<file path="config.mk">
export PLATFORM = sky130hd
export DESIGN_NAME = lcs_cell
export DESIGN_NICKNAME = d
export VERILOG_FILES = /design/src/hw/rtl/lcs_length_assert.svh /design/src/hw/rtl/lcs_pkg.sv /design/src/hw/rtl/lcs_cell.sv
export SDC_FILE = /design/constraint.sdc
export NUM_CORES = 1
export LEC_CHECK = 0
export BUFFER_PORTS_ARGS = -buffer_cell sky130_fd_sc_hd__clkbuf_2
export CAP_MARGIN = 5
export CORE_MARGIN = 1
export CORE_UTILIZATION = 30
export DETAILED_ROUTE_END_ITERATION = 8
export GPL_TIMING_DRIVEN = 0
export PLACE_DENSITY = 0.56
export SETUP_SLACK_MARGIN = 0.1
export SYNTH_ARGS = -nofsm -noshare
export SYNTH_HDL_FRONTEND = slang
export SYNTH_SLANG_ARGS = --single-unit
</file>
<file path="constraint.sdc">
create_clock -name clk -period 2.9 [get_ports clk]
set_input_delay 0.29 -clock clk [delete_from_list [all_inputs] [get_ports clk]]
set_output_delay 0.29 -clock clk [all_outputs]
set_load 0.01 [all_outputs]
</file>
<file path="src/hw/rtl/lcs_length_assert.svh">
// Assertion macros shared by the LCS length block.
`ifndef LCS_LENGTH_ASSERT_SVH
`define LCS_LENGTH_ASSERT_SVH

// Same-cycle implication, checked out of reset.
`define LCS_ASSERT_NOW(lbl, ante, cons, msg) \
  lbl: assert property (@(posedge clk) disable iff (!rst_n) (ante) |-> (cons)) \
    else $error(msg);

// Next-cycle implication, checked out of reset.
`define LCS_ASSERT_NEXT(lbl, ante, cons, msg) \
  lbl: assert property (@(posedge clk) disable iff (!rst_n) (ante) |=> (cons)) \
    else $error(msg);

`endif

</file>
<file path="src/hw/rtl/lcs_pkg.sv">
package lcs_pkg;

  // Longest string held for either side
  localparam int MAX_LEN   = 64;
  // Fill counts reach MAX_LEN itself
  localparam int CNT_W     = $clog2(MAX_LEN + 1);
  // Address into a string store
  localparam int IDX_W     = (MAX_LEN > 1) ? $clog2(MAX_LEN) : 1;
  // Score values never exceed MAX_LEN
  localparam int LEN_W     = CNT_W;
  // Width of the reported length
  localparam int OUT_LEN_W = 7;
  localparam int SYM_W     = 8;

  // Request opcodes
  typedef enum logic [1:0] {
    ACT_FIRST   = 2'd0,
    ACT_SECOND  = 2'd1,
    ACT_COMPUTE = 2'd2
  } lcs_action_t;

  typedef struct packed {
    logic [1:0]       action;
    logic [SYM_W-1:0] symbol;
  } lcs_in_t;

  typedef struct packed {
    logic [OUT_LEN_W-1:0] subsequence_length;
    logic                 truncated;
  } lcs_out_t;

  // One row of the score table moving along the cell chain
  typedef struct packed {
    logic             valid;
    logic             last;
    logic [SYM_W-1:0] sym;
    logic [LEN_W-1:0] left;
    logic [LEN_W-1:0] diag;
  } lcs_tok_t;

  // Broadcast control from the sequencer to every cell
  typedef struct packed {
    logic clear_score;
    logic clear_text;
  } lcs_cell_ctl_t;

  typedef enum logic {
    ST_IDLE,
    ST_RUN
  } lcs_state_t;

  // Clamp a score to the reported width
  function automatic logic [OUT_LEN_W-1:0] sat_len(input logic [LEN_W-1:0] v);
    logic [31:0] w;
    w = 32'(v);
    if (w > 32'd127) begin
      return OUT_LEN_W'(127);
    end
    return w[OUT_LEN_W-1:0];
  endfunction

endpackage

</file>
<file path="src/hw/rtl/lcs_cell.sv">
module lcs_cell
  import lcs_pkg::*;
(
  input  logic             clk,
  input  logic             rst_n,
  input  lcs_cell_ctl_t    ctl,
  input  logic             load,
  input  logic [SYM_W-1:0] load_sym,
  input  lcs_tok_t         tok_in,
  output lcs_tok_t         tok_out
);

  logic [SYM_W-1:0] sym_r;
  logic             loaded_r;
  logic [LEN_W-1:0] score_r;
  logic [LEN_W-1:0] val_w;
  lcs_tok_t         tok_r;
  lcs_tok_t         tok_nxt;

  // Score for this column of the passing row; an empty cell passes left on
  always_comb begin
    if (!loaded_r) begin
      val_w = tok_in.left;
    end else if (tok_in.sym == sym_r) begin
      val_w = tok_in.diag + LEN_W'(1);
    end else if (score_r > tok_in.left) begin
      val_w = score_r;
    end else begin
      val_w = tok_in.left;
    end
  end

  always_comb begin
    tok_nxt       = tok_in;
    tok_nxt.left  = val_w;
    tok_nxt.diag  = score_r;
  end

  // Hold this column's byte of the second string
  always_ff @(posedge clk) begin
    if (!rst_n) begin
      loaded_r <= 1'b0;
    end else if (ctl.clear_text) begin
      loaded_r <= 1'b0;
    end else if (load) begin
      loaded_r <= 1'b1;
    end
  end

  always_ff @(posedge clk) begin
    if (load) begin
      sym_r <= load_sym;
    end
  end

  // Keep the upper value for the next row
  always_ff @(posedge clk) begin
    if (ctl.clear_score) begin
      score_r <= '0;
    end else if (tok_in.valid && loaded_r) begin
      score_r <= val_w;
    end
  end

  // Hand the row on to the neighbour
  always_ff @(posedge clk) begin
    if (!rst_n) begin
      tok_r <= '0;
    end else begin
      tok_r <= tok_nxt;
    end
  end

  assign tok_out = tok_r;

endmodule

</file>
After elaboration in Yosys (flattened, before gate mapping)
Index checks and enable logic that the tools add are counted.

Add/subtract/negate cells: 1. Magnitude comparators: 1. Equality and inequality tests: 1. Multiplexer cells: 3. Bitwise logic cells: 1. Reduce and logical (&&, ||, !) cells: 2.

Operators with widths (count): $mux 7 (3); $eq 8x8->1 (1); $add 7x1->7 const B (1); $gt 7x7->1 (1); $reduce_or 2->1 (1); $logic_and 1x1->1 (1); $not 1->1 (1).

Flip-flop bits (word level): 40. Bits of input ports: 37. Output and inout port bits: 24. Logic and storage cells: 17.

Depth between registers and ports, before layout
Depth after elaboration: 4. Depth in mapped cells: 8. Depth with buffers taken out: 7.

Least setup slack after synthesis
Ideal clock, no wire load.

Path type: input to register. Start point: input tok_in[13] (netlist name). End point: register tok_r, in the netlist tok_out[10]. Library setup time: 0.135 ns. Arrival time: 1.549 ns. Data required time: 2.765 ns. Slack: 1.216 ns. Stages: 8. Buffers on the path: 1. Path through: inv_1 > ha_1 > a21oi_1 > o21ai_0 > o21bai_2 > buf_4 > mux2i_1 > o221ai_1.

Word-level cells in the longest chain between the ends: 4.

Ends and longest elaborated chain: from (decl) (RTL line lcs_cell.sv:9) `input lcs_tok_t tok_in,`; $gt 7x7->1 (RTL line lcs_cell.sv:26) `end else if (score_r > tok_in.left) begin`; $mux 7 (RTL line lcs_cell.sv:26); $mux 7 (RTL line lcs_cell.sv:24) `end else if (tok_in.sym == sym_r) begin`; $mux 7 (RTL line lcs_cell.sv:22) `if (!loaded_r) begin`; to (signal assigned) (RTL line lcs_cell.sv:70) `tok_r <= tok_nxt;`; to (decl) (RTL line lcs_cell.sv:17) `lcs_tok_t tok_r;`.

Every way passes these cells. A chain may end at the register's enable or synchronous reset.

Worst setup path in the final report
Start point: register score_r[6]. End point: register tok_r, in the netlist tok_out[10].

Word-level cells in the longest chain between the ends: 4.

Ends and longest elaborated chain: from (decl) (RTL line lcs_cell.sv:15) `logic [LEN_W-1:0] score_r;`; from (signal assigned) (RTL line lcs_cell.sv:61) `score_r <= val_w;`; $gt 7x7->1 (RTL line lcs_cell.sv:26); $mux 7 (RTL line lcs_cell.sv:26); $mux 7 (RTL line lcs_cell.sv:24); $mux 7 (RTL line lcs_cell.sv:22).

Every way passes these cells.

==> summary.txt <==
Cells and area
  • Post-layout nets: 289
  • Antenna diode count: 0
  • Area delta synth->final: 27.8%
  • Multi-input gate area: 876 um^2
  • Storage cell area: 881 um^2
  • Fillers: 594
  • Layout cells sized above 1: 0.314

Worst hold path
  • Kind of path behind the tightest hold check: input port to flop

Clocking
  • Skew-Pair Late Insertion Delay: 0.29 ns
  • Post-CTS Hold Fix Bufs: 0
  • CTS HTree Levels: 2
  • Root Driver: clkbuf_8
  • CTS tree: built
  • Clock buffer count from CTS: 5
  • CTS Buffer Depth: 2
  • Post-CTS Setup Inserts: 0
  • Post-cts resize count: 0
  • Clock-pin slew on the worst setup and hold paths: 0.08 ns
  • CTS Sinks: 40

Global routing
  • Total GRT Usage: 0.136
  • Vias in the first global route: 1,426
  • Initial antenna violation count: 0
  • First-pass GRT wire length: 6640 um
  • Grt ovf: 0
  • Largest net degree at the start of global routing: 14

STA
  • Tightest Pin Transition: 0.473 ns
  • Final Hold Fails: 0
  • Final Cycle Share: 0.654
  • Setup-failing EPs final: 0
  • Period minus WS final: 1.90 ns
  • Max Slew Vio Count: 0
  • Setup TNS: 0 ns
  • Max_slew headroom: 0.685
  • Hold slack: 0.149 ns
  • Setup Skew: 0.00413 ns
  • Max Freq: 527 MHz
  • RSZ-0062 raised after global routing: false

Die
  • IO Count: 61
  • Rows: 28
  • Core footprint: 0.00592 mm^2
  • Initial core utilization: 0.310
  • Die height: 80.3 um
  • Total Die Area: 0.00644 mm^2
  • Die width: 80.3 um

Detailed routing
  • ANT nets after route: 0
  • Starting DRT DRC Count: 61
  • Drc violations: 0
  • Final wirelength: 3960 um
  • DR vias/cell: 4.62
  • WL per Instance: 12.4 um
  • Vias post-DR: 1,478
  • DR pass1 iterations: 4

Synthesis
  • Post-Syn Instances: 178
  • Post-synth EDFFs: 8
  • Mapped cell area: 0.00184 mm^2
  • Register bit total from synthesis: 40
  • Main synth FF type: dfxtp_1
  • YS warnings: 0
  • Register area share after synthesis: 0.479
  • Syn nets: 223
  • Synth cell types: 36
  • Area contributors post-synth: dfxtp_1 35%, edfxtp_1 13%, and2_1 6.1%, ha_1 5.4%, xor2_1 5.2%
  • Share of the synthesized area in the top cell type: 0.349
  • Area leader, netlist: dfxtp_1
  • Mean post-synth cell area: 10.3 um^2
  • Asr flop ratio synth: 0

Critical path
  • Crit end category: flop
  • Worst path slowest cell: dfxtp_1
  • CP top delay family: compound AO/OA/AOI/OAI gates
  • Crit path launch type: flop
  • WS Path Type: flop to flop
  • Largest stage delay, worst path: 0.34 ns
  • CP arrival: 2.05 ns
  • Bufs and invs on worst path: 1
  • Max FO, Critical Path: 10
  • CP cell instances: ha_1, a21oi_1, o21ai_0, o21bai_2, buf_4, mux2i_1, o221ai_1
  • CP required: 3.05 ns

Power
  • Power density cells: 526 mW/mm^2
  • Peak supply drop: 210 uV
  • P_leak: 1.05 nW

Place
  • Placer Congestion: 0.858
  • Port Buf Inserts: 59
  • Dpl hpwl: 3090 um

Status
  • Status: finished, final reports clean

Run
  • Max Cap Violations: 0
[cells in the final DEF, fill, tap and decap left out, drive strengths merged, types with 2 or more instances in the layout]
cell / instances
dfxtp: 32
xnor2: 2
nor4: 2
buf: 4
o211ai: 2
o221ai: 5
nand3: 7
a31oi: 5
nand4: 3
o21ai: 6
nor2: 9
a211oi: 2
nand2: 8
mux2i: 6
clkbuf: 70
nor3: 4
inv: 7
a21oi: 5
nand3b: 6
and2: 19
edfxtp: 8
ha: 8
xor2: 11
nor3b: 6
[worst reg2reg max path, stage by stage, from the launching register on]
cell and delay, ns:
dfxtp_1 0.34, ha_1 0.31, a21oi_1 0.16, o21ai_0 0.13, o21bai_2 0.16, buf_4 0.22, mux2i_1 0.26, o221ai_1 0.17
[synth_stat cells (all sizes together), types with 2 or more instances]
library cell and n:
dfxtp 32, and2 19, xor2 11, nor2 9, edfxtp 8, ha 8
nand2 8, inv 7, nand3 7, mux2i 6, nand3b 6, nor3b 6
o21ai 6, a21oi 5, a31oi 5, clkbuf 5, o221ai 5, buf 4
nor3 4, nand4 3, a211oi 2, nor4 2, o211ai 2, xnor2 2
[cell type report]
type	count	area share
Tap cell	75	0.0400
Multi-Input combinational cell	122	0.373
Buffer	9	0.0234
Clock buffer	6	0.0352
Timing Repair Buffer	59	0.126
Sequential cell	40	0.375
Inverter	7	0.0112
Clock inverter	2	0.0165
[logic make-up (layout without fill, tap and decap cells)]
family	after synthesis	count (layout)	share of synthesized area
flip-flops	40	40	0.479
AND/OR/NAND/NOR	66	66	0.214
multiplexers	6	6	0.0327
XOR/XNOR	13	13	0.0619
adder cells (fa/ha/maj)	8	8	0.0545
buffers and inverters	16	83	0.0442
AO/OA/AOI/OAI	29	29	0.113
[state kept, by name, indices dropped and copies added (netlist names)]
name and flops:
loaded_r 1, tok_out 24, score_r 7, sym_r 8
[power by group]
group          switching, mW  internal, mW
sequential            0.0105         0.596
combinational         0.0809        0.0668
clock                  0.200         0.281
total                  0.291         0.944
[stage by stage]
step | power [mW] | worst slack (ns) | cells | instance area [um^2] | util
after floorplan | 0.701 | 1.22 | 178 | 1840 | -
after global routing | 1.30 | 0.819 | 320 | 2350 | 0.397
after global placement | 0.767 | 0.886 | 312 | 2230 | 0.376
after CTS | 1.26 | 0.980 | 320 | 2350 | 0.397
after detailed placement | 0.768 | 0.878 | 312 | 2230 | 0.376
final | 1.23 | 1.00 | 320 | 2350 | 0.397
[final timing paths]
path                                              start                      to  slack (ns)  cells past startpoint
worst max register to register  score_r[6]$_SDFFE_PP0P_  tok_out[10]$_SDFF_PN0_        1.00                      7
worst max-delay path            score_r[6]$_SDFFE_PP0P_  tok_out[10]$_SDFF_PN0_        1.00                      7
worst min register to register  score_r[0]$_SDFFE_PP0P_   tok_out[0]$_SDFF_PN0_        0.51                      1
worst min-delay path                             ctl[0]   loaded_r$_SDFFE_PP0P_        0.15                      2
[routing by layer]
layer	GRT usage	part of all wire	vias to the layer above
met5	0	0	-
met3	0.0307	0.046	5
met2	0.224	0.47	36
li1	-	-	764
met4	0.0536	0.0088	0
met1	0.171	0.48	673
No activity file was read; power rests on OpenSTA's default activity.
