<file path="config.mk">
export PLATFORM = sky130hd
export DESIGN_NAME = lcs_feed
export DESIGN_NICKNAME = d
export VERILOG_FILES = /design/src/hw/rtl/lcs_length_assert.svh /design/src/hw/rtl/lcs_pkg.sv /design/src/hw/rtl/lcs_feed.sv
export SDC_FILE = /design/constraint.sdc
export NUM_CORES = 1
export LEC_CHECK = 0
export BUFFER_PORTS_ARGS = -buffer_cell sky130_fd_sc_hd__buf_2
export CAP_MARGIN = 30
export CORE_MARGIN = 2
export CORE_UTILIZATION = 60
export DETAILED_ROUTE_END_ITERATION = 6
export PLACE_DENSITY = 0.76
export SYNTH_ARGS = -nofsm -noshare
export SYNTH_HDL_FRONTEND = slang
export SYNTH_SLANG_ARGS = --single-unit
</file>
<file path="constraint.sdc">
create_clock -name clk -period 3.4 [get_ports clk]
set_input_delay 0.51 -clock clk [delete_from_list [all_inputs] [get_ports clk]]
set_output_delay 0.51 -clock clk [all_outputs]
set_load 0.02 [all_outputs]
</file>
<file path="src/hw/rtl/lcs_length_assert.svh">
// Assertion macros shared by the LCS length block.
`ifndef LCS_LENGTH_ASSERT_SVH
`define LCS_LENGTH_ASSERT_SVH

// Same-cycle implication, checked out of reset.
`define LCS_ASSERT_NOW(lbl, ante, cons, msg) \
  lbl: assert property (@(posedge clk) disable iff (!rst_n) (ante) |-> (cons)) \
    else $error(msg);

// Next-cycle implication, checked out of reset.
`define LCS_ASSERT_NEXT(lbl, ante, cons, msg) \
  lbl: assert property (@(posedge clk) disable iff (!rst_n) (ante) |=> (cons)) \
    else $error(msg);

`endif

</file>
<file path="src/hw/rtl/lcs_pkg.sv">
package lcs_pkg;

  // Longest string held for either side
  localparam int MAX_LEN   = 64;
  // Fill counts reach MAX_LEN itself
  localparam int CNT_W     = $clog2(MAX_LEN + 1);
  // Address into a string store
  localparam int IDX_W     = (MAX_LEN > 1) ? $clog2(MAX_LEN) : 1;
  // Score values never exceed MAX_LEN
  localparam int LEN_W     = CNT_W;
  // Width of the reported length
  localparam int OUT_LEN_W = 7;
  localparam int SYM_W     = 8;

  // Request opcodes
  typedef enum logic [1:0] {
    ACT_FIRST   = 2'd0,
    ACT_SECOND  = 2'd1,
    ACT_COMPUTE = 2'd2
  } lcs_action_t;

  typedef struct packed {
    logic [1:0]       action;
    logic [SYM_W-1:0] symbol;
  } lcs_in_t;

  typedef struct packed {
    logic [OUT_LEN_W-1:0] subsequence_length;
    logic                 truncated;
  } lcs_out_t;

  // One row of the score table moving along the cell chain
  typedef struct packed {
    logic             valid;
    logic             last;
    logic [SYM_W-1:0] sym;
    logic [LEN_W-1:0] left;
    logic [LEN_W-1:0] diag;
  } lcs_tok_t;

  // Broadcast control from the sequencer to every cell
  typedef struct packed {
    logic clear_score;
    logic clear_text;
  } lcs_cell_ctl_t;

  typedef enum logic {
    ST_IDLE,
    ST_RUN
  } lcs_state_t;

  // Clamp a score to the reported width
  function automatic logic [OUT_LEN_W-1:0] sat_len(input logic [LEN_W-1:0] v);
    logic [31:0] w;
    w = 32'(v);
    if (w > 32'd127) begin
      return OUT_LEN_W'(127);
    end
    return w[OUT_LEN_W-1:0];
  endfunction

endpackage

</file>
<file path="src/hw/rtl/lcs_feed.sv">
module lcs_feed
  import lcs_pkg::*;
(
  input  logic             clk,
  input  logic             rst_n,
  input  logic             wr_en,
  input  logic [SYM_W-1:0] wr_sym,
  input  logic             start,
  input  lcs_cell_ctl_t    ctl,
  output logic             full,
  output logic             empty,
  output lcs_tok_t         tok_out
);

  logic [SYM_W-1:0] mem [MAX_LEN];
  logic [CNT_W-1:0] count_r;
  logic [IDX_W-1:0] idx_r;
  logic             run_r;
  logic             last_idx_w;
  logic [SYM_W-1:0] rd_sym_r;
  logic             tv_r;
  logic             tlast_r;

  assign full       = (count_r == CNT_W'(MAX_LEN));
  assign empty      = (count_r == '0);
  assign last_idx_w = (CNT_W'(idx_r) == count_r - CNT_W'(1));

  // Store the first string
  always_ff @(posedge clk) begin
    if (wr_en && !full) begin
      mem[count_r[IDX_W-1:0]] <= wr_sym;
    end
  end

  always_ff @(posedge clk) begin
    if (!rst_n) begin
      count_r <= '0;
    end else if (ctl.clear_text) begin
      count_r <= '0;
    end else if (wr_en && !full) begin
      count_r <= count_r + CNT_W'(1);
    end
  end

  // Walk the stored bytes, one row per cycle
  always_ff @(posedge clk) begin
    if (!rst_n) begin
      run_r <= 1'b0;
      idx_r <= '0;
    end else if (start) begin
      run_r <= 1'b1;
      idx_r <= '0;
    end else if (run_r) begin
      if (last_idx_w) begin
        run_r <= 1'b0;
      end
      idx_r <= idx_r + IDX_W'(1);
    end
  end

  always_ff @(posedge clk) begin
    if (run_r) begin
      rd_sym_r <= mem[idx_r];
    end
  end

  always_ff @(posedge clk) begin
    if (!rst_n) begin
      tv_r    <= 1'b0;
      tlast_r <= 1'b0;
    end else begin
      tv_r    <= run_r;
      tlast_r <= run_r && last_idx_w;
    end
  end

  // Rows enter the chain with a zero left boundary
  always_comb begin
    tok_out       = '0;
    tok_out.valid = tv_r;
    tok_out.last  = tlast_r;
    tok_out.sym   = rd_sym_r;
  end

endmodule

</file>
* Yosys cells after proc, flatten, opt, wreduce, memory -nomap -nowiden
Memory sizes are Yosys's and may differ from the RTL's. A register that Yosys moved wholly into a read port is not among the register bits.
Index checks and enable logic that the tools add are counted.
** Storage, ports and cells
- Register bits after elaboration :: 16
- Memory bits (writable) :: 512
- Input port bits :: 14
- Logic and storage cells :: 23
- Memories :: 1
** Memories
- mem :: words 64, width 8, read ports 1, clocked after Yosys merged registers in 1, wr ports 1, line lcs_feed.sv:15 : logic [SYM_W-1:0] mem [MAX_LEN];
** Operators by class
- Add/subtract/negate cells :: 3
- Equality and inequality tests :: 2
- Multiplexer cells :: 5
- Bitwise gates (word level) :: 1
- Reductions and logical operators :: 6
** Operators by type and width (count)
- adder 7 x 1 -> 7 bit (second input constant) :: 1
- equality test 6 x 7 -> 1 bit :: 1
- equality test 7 bit (second input constant) :: 1
- zero test 7 bit :: 1
- subtractor 7 x 1 -> 7 bit (second input constant) :: 1
- adder 6 x 1 -> 6 bit (second input constant) :: 1
- two-way mux 1 bit :: 5
- OR reduction 2 bit :: 2
- logical AND 1 bit :: 2
- zero test 1 bit :: 1
- inverter 1 bit :: 1

* Logic depth before layout (Yosys ltp)
- Word-level depth :: 5
- Mapped depth :: 9
- Depth with buffers taken out :: 7

* Worst setup path before layout
OpenSTA, ideal clock, no wires.
- Kind :: register -> register
- Start :: register count_r[0]
- End :: memory mem[57][0], enable pin
- Setup time :: 0.371 ns
- Arrival :: 2.041 ns
- Data required time :: 3.029 ns
- Setup slack :: 0.989 ns
- Stages on the path, launching flop included :: 9
- Path buffers :: 2
- Path through :: dfxtp_1 clkbuf_1 inv_1 ha_1 inv_1 o41ai_4 or4_1 buf_2 nor2_1
** On the way
- Word-level cells in the longest chain between the ends :: 5
** Ends and longest elaborated chain
- start: declaration :: line lcs_feed.sv:16 : logic [CNT_W-1:0] count_r;
- start signal: assignment :: line lcs_feed.sv:41 : count_r <= count_r + CNT_W'(1);
- equality test 7 bit :: line lcs_feed.sv:24 : assign full = (count_r == CNT_W'(MAX_LEN));
- zero test 1 bit :: line lcs_feed.sv:30 : if (wr_en && !full) begin
- logical AND 1 bit :: line lcs_feed.sv:30
- two-way mux 1 bit :: line lcs_feed.sv:30
- two-way mux 1 bit (implied by the code) :: line lcs_feed.sv:31 : mem[count_r[IDX_W-1:0]] <= wr_sym;
- end: declaration :: line lcs_feed.sv:15
Several ways; a longest one is shown, not always the timed one.

* Worst setup path after layout
- Start :: register count_r[4]
- End :: output port empty
** On the way
- Word-level cells in the longest chain between the ends :: 1
** Ends and longest elaborated chain
- zero test 7 bit :: line lcs_feed.sv:25 : assign empty = (count_r == '0);
- end: declaration :: line lcs_feed.sv:11 : output logic empty,
No other way between the ends.

==> reports/qor.csv <==
metric;value;unit
p_leak;7.45;nW
power_density;557;nW/µm²
worst_slew_pin_slew;0.908;ns
vias_per_cell;6.42;
num-nets-final;1183;
cts-root-buf;clkbuf_16;
insertion_delay;0.57;ns
crit_fanout;12;
max_cap_viol_count;0;
ys.flop_type;edfxtp_1;
clk_path_buf_depth;3;
overflow;0;
avgSynthCellArea;19.7;µm²
clock_sinks;536;
seq_area_frac_synth;0.749;
required;2.89;ns
firstDrtPassIters;5;
cp_slowest_stage_delay;0.61;ns
ant_nets;0;
coreArea;34700;µm²
wl_per_cell;26.9;µm
period_share;0.879;
post-place-ws;0.660;ns
globalplace.congestion;0.838;
die_area;37000;µm²
drive_above_1_share;0.276;
place_area;22200;µm²
die_x;192;µm
grt_pass1_wl;66900;µm
arrival;2.48;ns
h-tree-depth;2;
setup_violations;0;
synth_cells;1077;
relSlewSlack;0.392;
worst_slack;0.411;ns
postCtsSetupRepairBufs;0;
endpoint_kind;primary output;
port_buffers;24;
crit_buf_inv;1;
timing.fmax;335;MHz
fin_area;23900;µm²
period_minus_slack;2.99;ns
cp_cell_sequence;or3_1, nor4_1, buf_2;
grt_max_degree;65;
cts_tree;built;
cts-hold-fix-buffers;0;
drt-total-wl;44700;µm
drc;0;
finalPower;13.3;mW
synth-edff-count;520;
synthDistinctLibCells;50;
drv_slew;0;
diodes;0;
start_util;0.613;
core.rowCount;68;
hpwl;27900;µm
grt_pass1_vias;10751;
finalHoldViolCount;0;
crit_family;simple AND/OR/NAND/NOR gates;
drt_iter0_markers;1344;
path_class;reg2out;
dieHeight;192;µm
cts_buffers;52;
run_status;finished clean;
rsz0062_at_grt;no;
via_count;10651;
synth-async-reset-ratio;0;
tns;0;ns
pin_count;40;
ys_ff_latch;536;
clkTransAtPathRegs;0.06;ns
antenna_found_initial;1;
cts_resized;0;
syn_area;21300;µm²
grt_usage;0.252;
seq_area;15900;µm²
area_delta_synth_final;12.2;%
synth_warnings;0;
worstSetupStartpointType;flop;
multi_input_area;4850;µm²
slowest_stage;or3_1;
ir_worst_vdd;0.430;mV
fillers;2114;
min_path_type;in2reg;
worst_clock_skew;0.0115;ns
[layout make-up]
type                            count  area share
Sequential cell                   536       0.668
Multi-Input combinational cell    466       0.203
Clock buffer                       59      0.0565
Timing Repair Buffer              101      0.0348
Inverter                            8     0.00126
Tap cell                          455      0.0239
Clock inverter                     35      0.0122
[metrics by stage]
| stage | cells | hold slack, ns | utilization |
|---|---|---|---|
| floorplan | 1090 | 0.540 | - |
| global placement | 1560 | 0.580 | 0.636 |
| detailed placement | 1565 | 0.593 | 0.640 |
| CTS | 1659 | 0.219 | 0.687 |
| global route | 1660 | 0.167 | 0.687 |
| finish | 1660 | 0.186 | 0.687 |
[worst register-to-register path: stages (launching register included)]
cell and delay (ns):
dfxtp_1 0.60, or3_1 0.47, o41ai_4 0.15, nor2_1 0.15, nand3_1 0.15, buf_4 0.20, nor2_1 0.70
[path summary, 6_finish.rpt]
kind / from / end / slack, ns / cells past startpoint
worst max-delay path: count_r[4] / empty / 0.41 / 3
worst min-delay path: wr_sym[6] / mem[38][6] / 0.19 / 1
worst max register to register: count_r[4] / mem[18][4] / 0.61 / 6
worst min register to register: count_r[6] / count_r[6] / 0.62 / 2
[cell families (layout without fill, tap and decap cells)]
kind of cell / count (synthesis) / after routing / share of synthesized area
other: 1 / 14 / 0.000176
muxes: 165 / 165 / 0.144
and+or+nand+nor: 181 / 181 / 0.0406
adders and majority gates: 4 / 4 / 0.00235
DFF: 536 / 536 / 0.749
xor gates and xnor gates: 14 / 14 / 0.00641
buffers and inverters: 88 / 203 / 0.0249
AOI/OAI and AO/OA: 88 / 88 / 0.0318
[per-layer routing]
metal	track usage	wire length [µm]	vias to the layer above
li1	-	-	4530
met1	0.360	17600	5487
met2	0.392	21500	555
met3	0.0609	4450	77
met4	0.0752	1130	2
met5	0	10	-
[synth_stat cells (3+ instances only)]
cell | number | share of area
edfxtp_1 | 520 | 0.73
mux4_2 | 110 | 0.12
nor2_1 | 85 | 0.015
buf_4 | 35 | 0.012
mux2_2 | 34 | 0.018
nand2_1 | 28 | 0.0049
a22oi_1 | 23 | 0.0081
clkbuf_1 | 22 | 0.0039
nand3_1 | 22 | 0.0052
mux2i_1 | 21 | 0.0099
a21oi_1 | 17 | 0.0040
a221oi_1 | 16 | 0.0066
dfxtp_1 | 16 | 0.015
buf_2 | 13 | 0.0031
o211ai_1 | 9 | 0.0032
and3_1 | 8 | 0.0024
inv_1 | 8 | 0.0014
xnor2_1 | 8 | 0.0033
a22o_1 | 7 | 0.0029
buf_6 | 7 | 0.0037
nand2b_1 | 6 | 0.0018
a211oi_1 | 5 | 0.0018
nand3b_1 | 5 | 0.0018
or3_1 | 5 | 0.0015
xor2_1 | 5 | 0.0021
ha_1 | 4 | 0.0024
nor2b_1 | 4 | 0.0012
buf_1 | 3 | 0.00053
nand4_1 | 3 | 0.00088
nor3_1 | 3 | 0.00071
[power by group]
group	switching, mW	leakage, nW	internal, mW
Clock	2.35	0.819	3.21
Sequential	0.0206	4.81	7.26
Combinational	0.273	1.82	0.170
Total	2.65	7.45	10.6
[state kept, by name (all words and copies together) (netlist names)]
register / cells
count_r: 7
idx_r: 6
mem: 512
rd_sym_r: 8
run_r: 1
tlast_r: 1
tv_r: 1
[placed cells by master (no fill, tap or decap), drive strengths merged, types with 6 or more instances in the layout]
cell type and instances:
a22oi 23, nor2 85, nand2b 6, clkbuf 59
clkinv 29, xnor2 8, nand3 22, a22o 7
a211oi 7, inv 9, buf 101, mux4 110
nand2 28, o211ai 9, edfxtp 520, mux2 34
a221oi 16, and3 8, mux2i 21, a21oi 17
dfxtp 16, conb 14
Power figures use the tool's default switching activity.
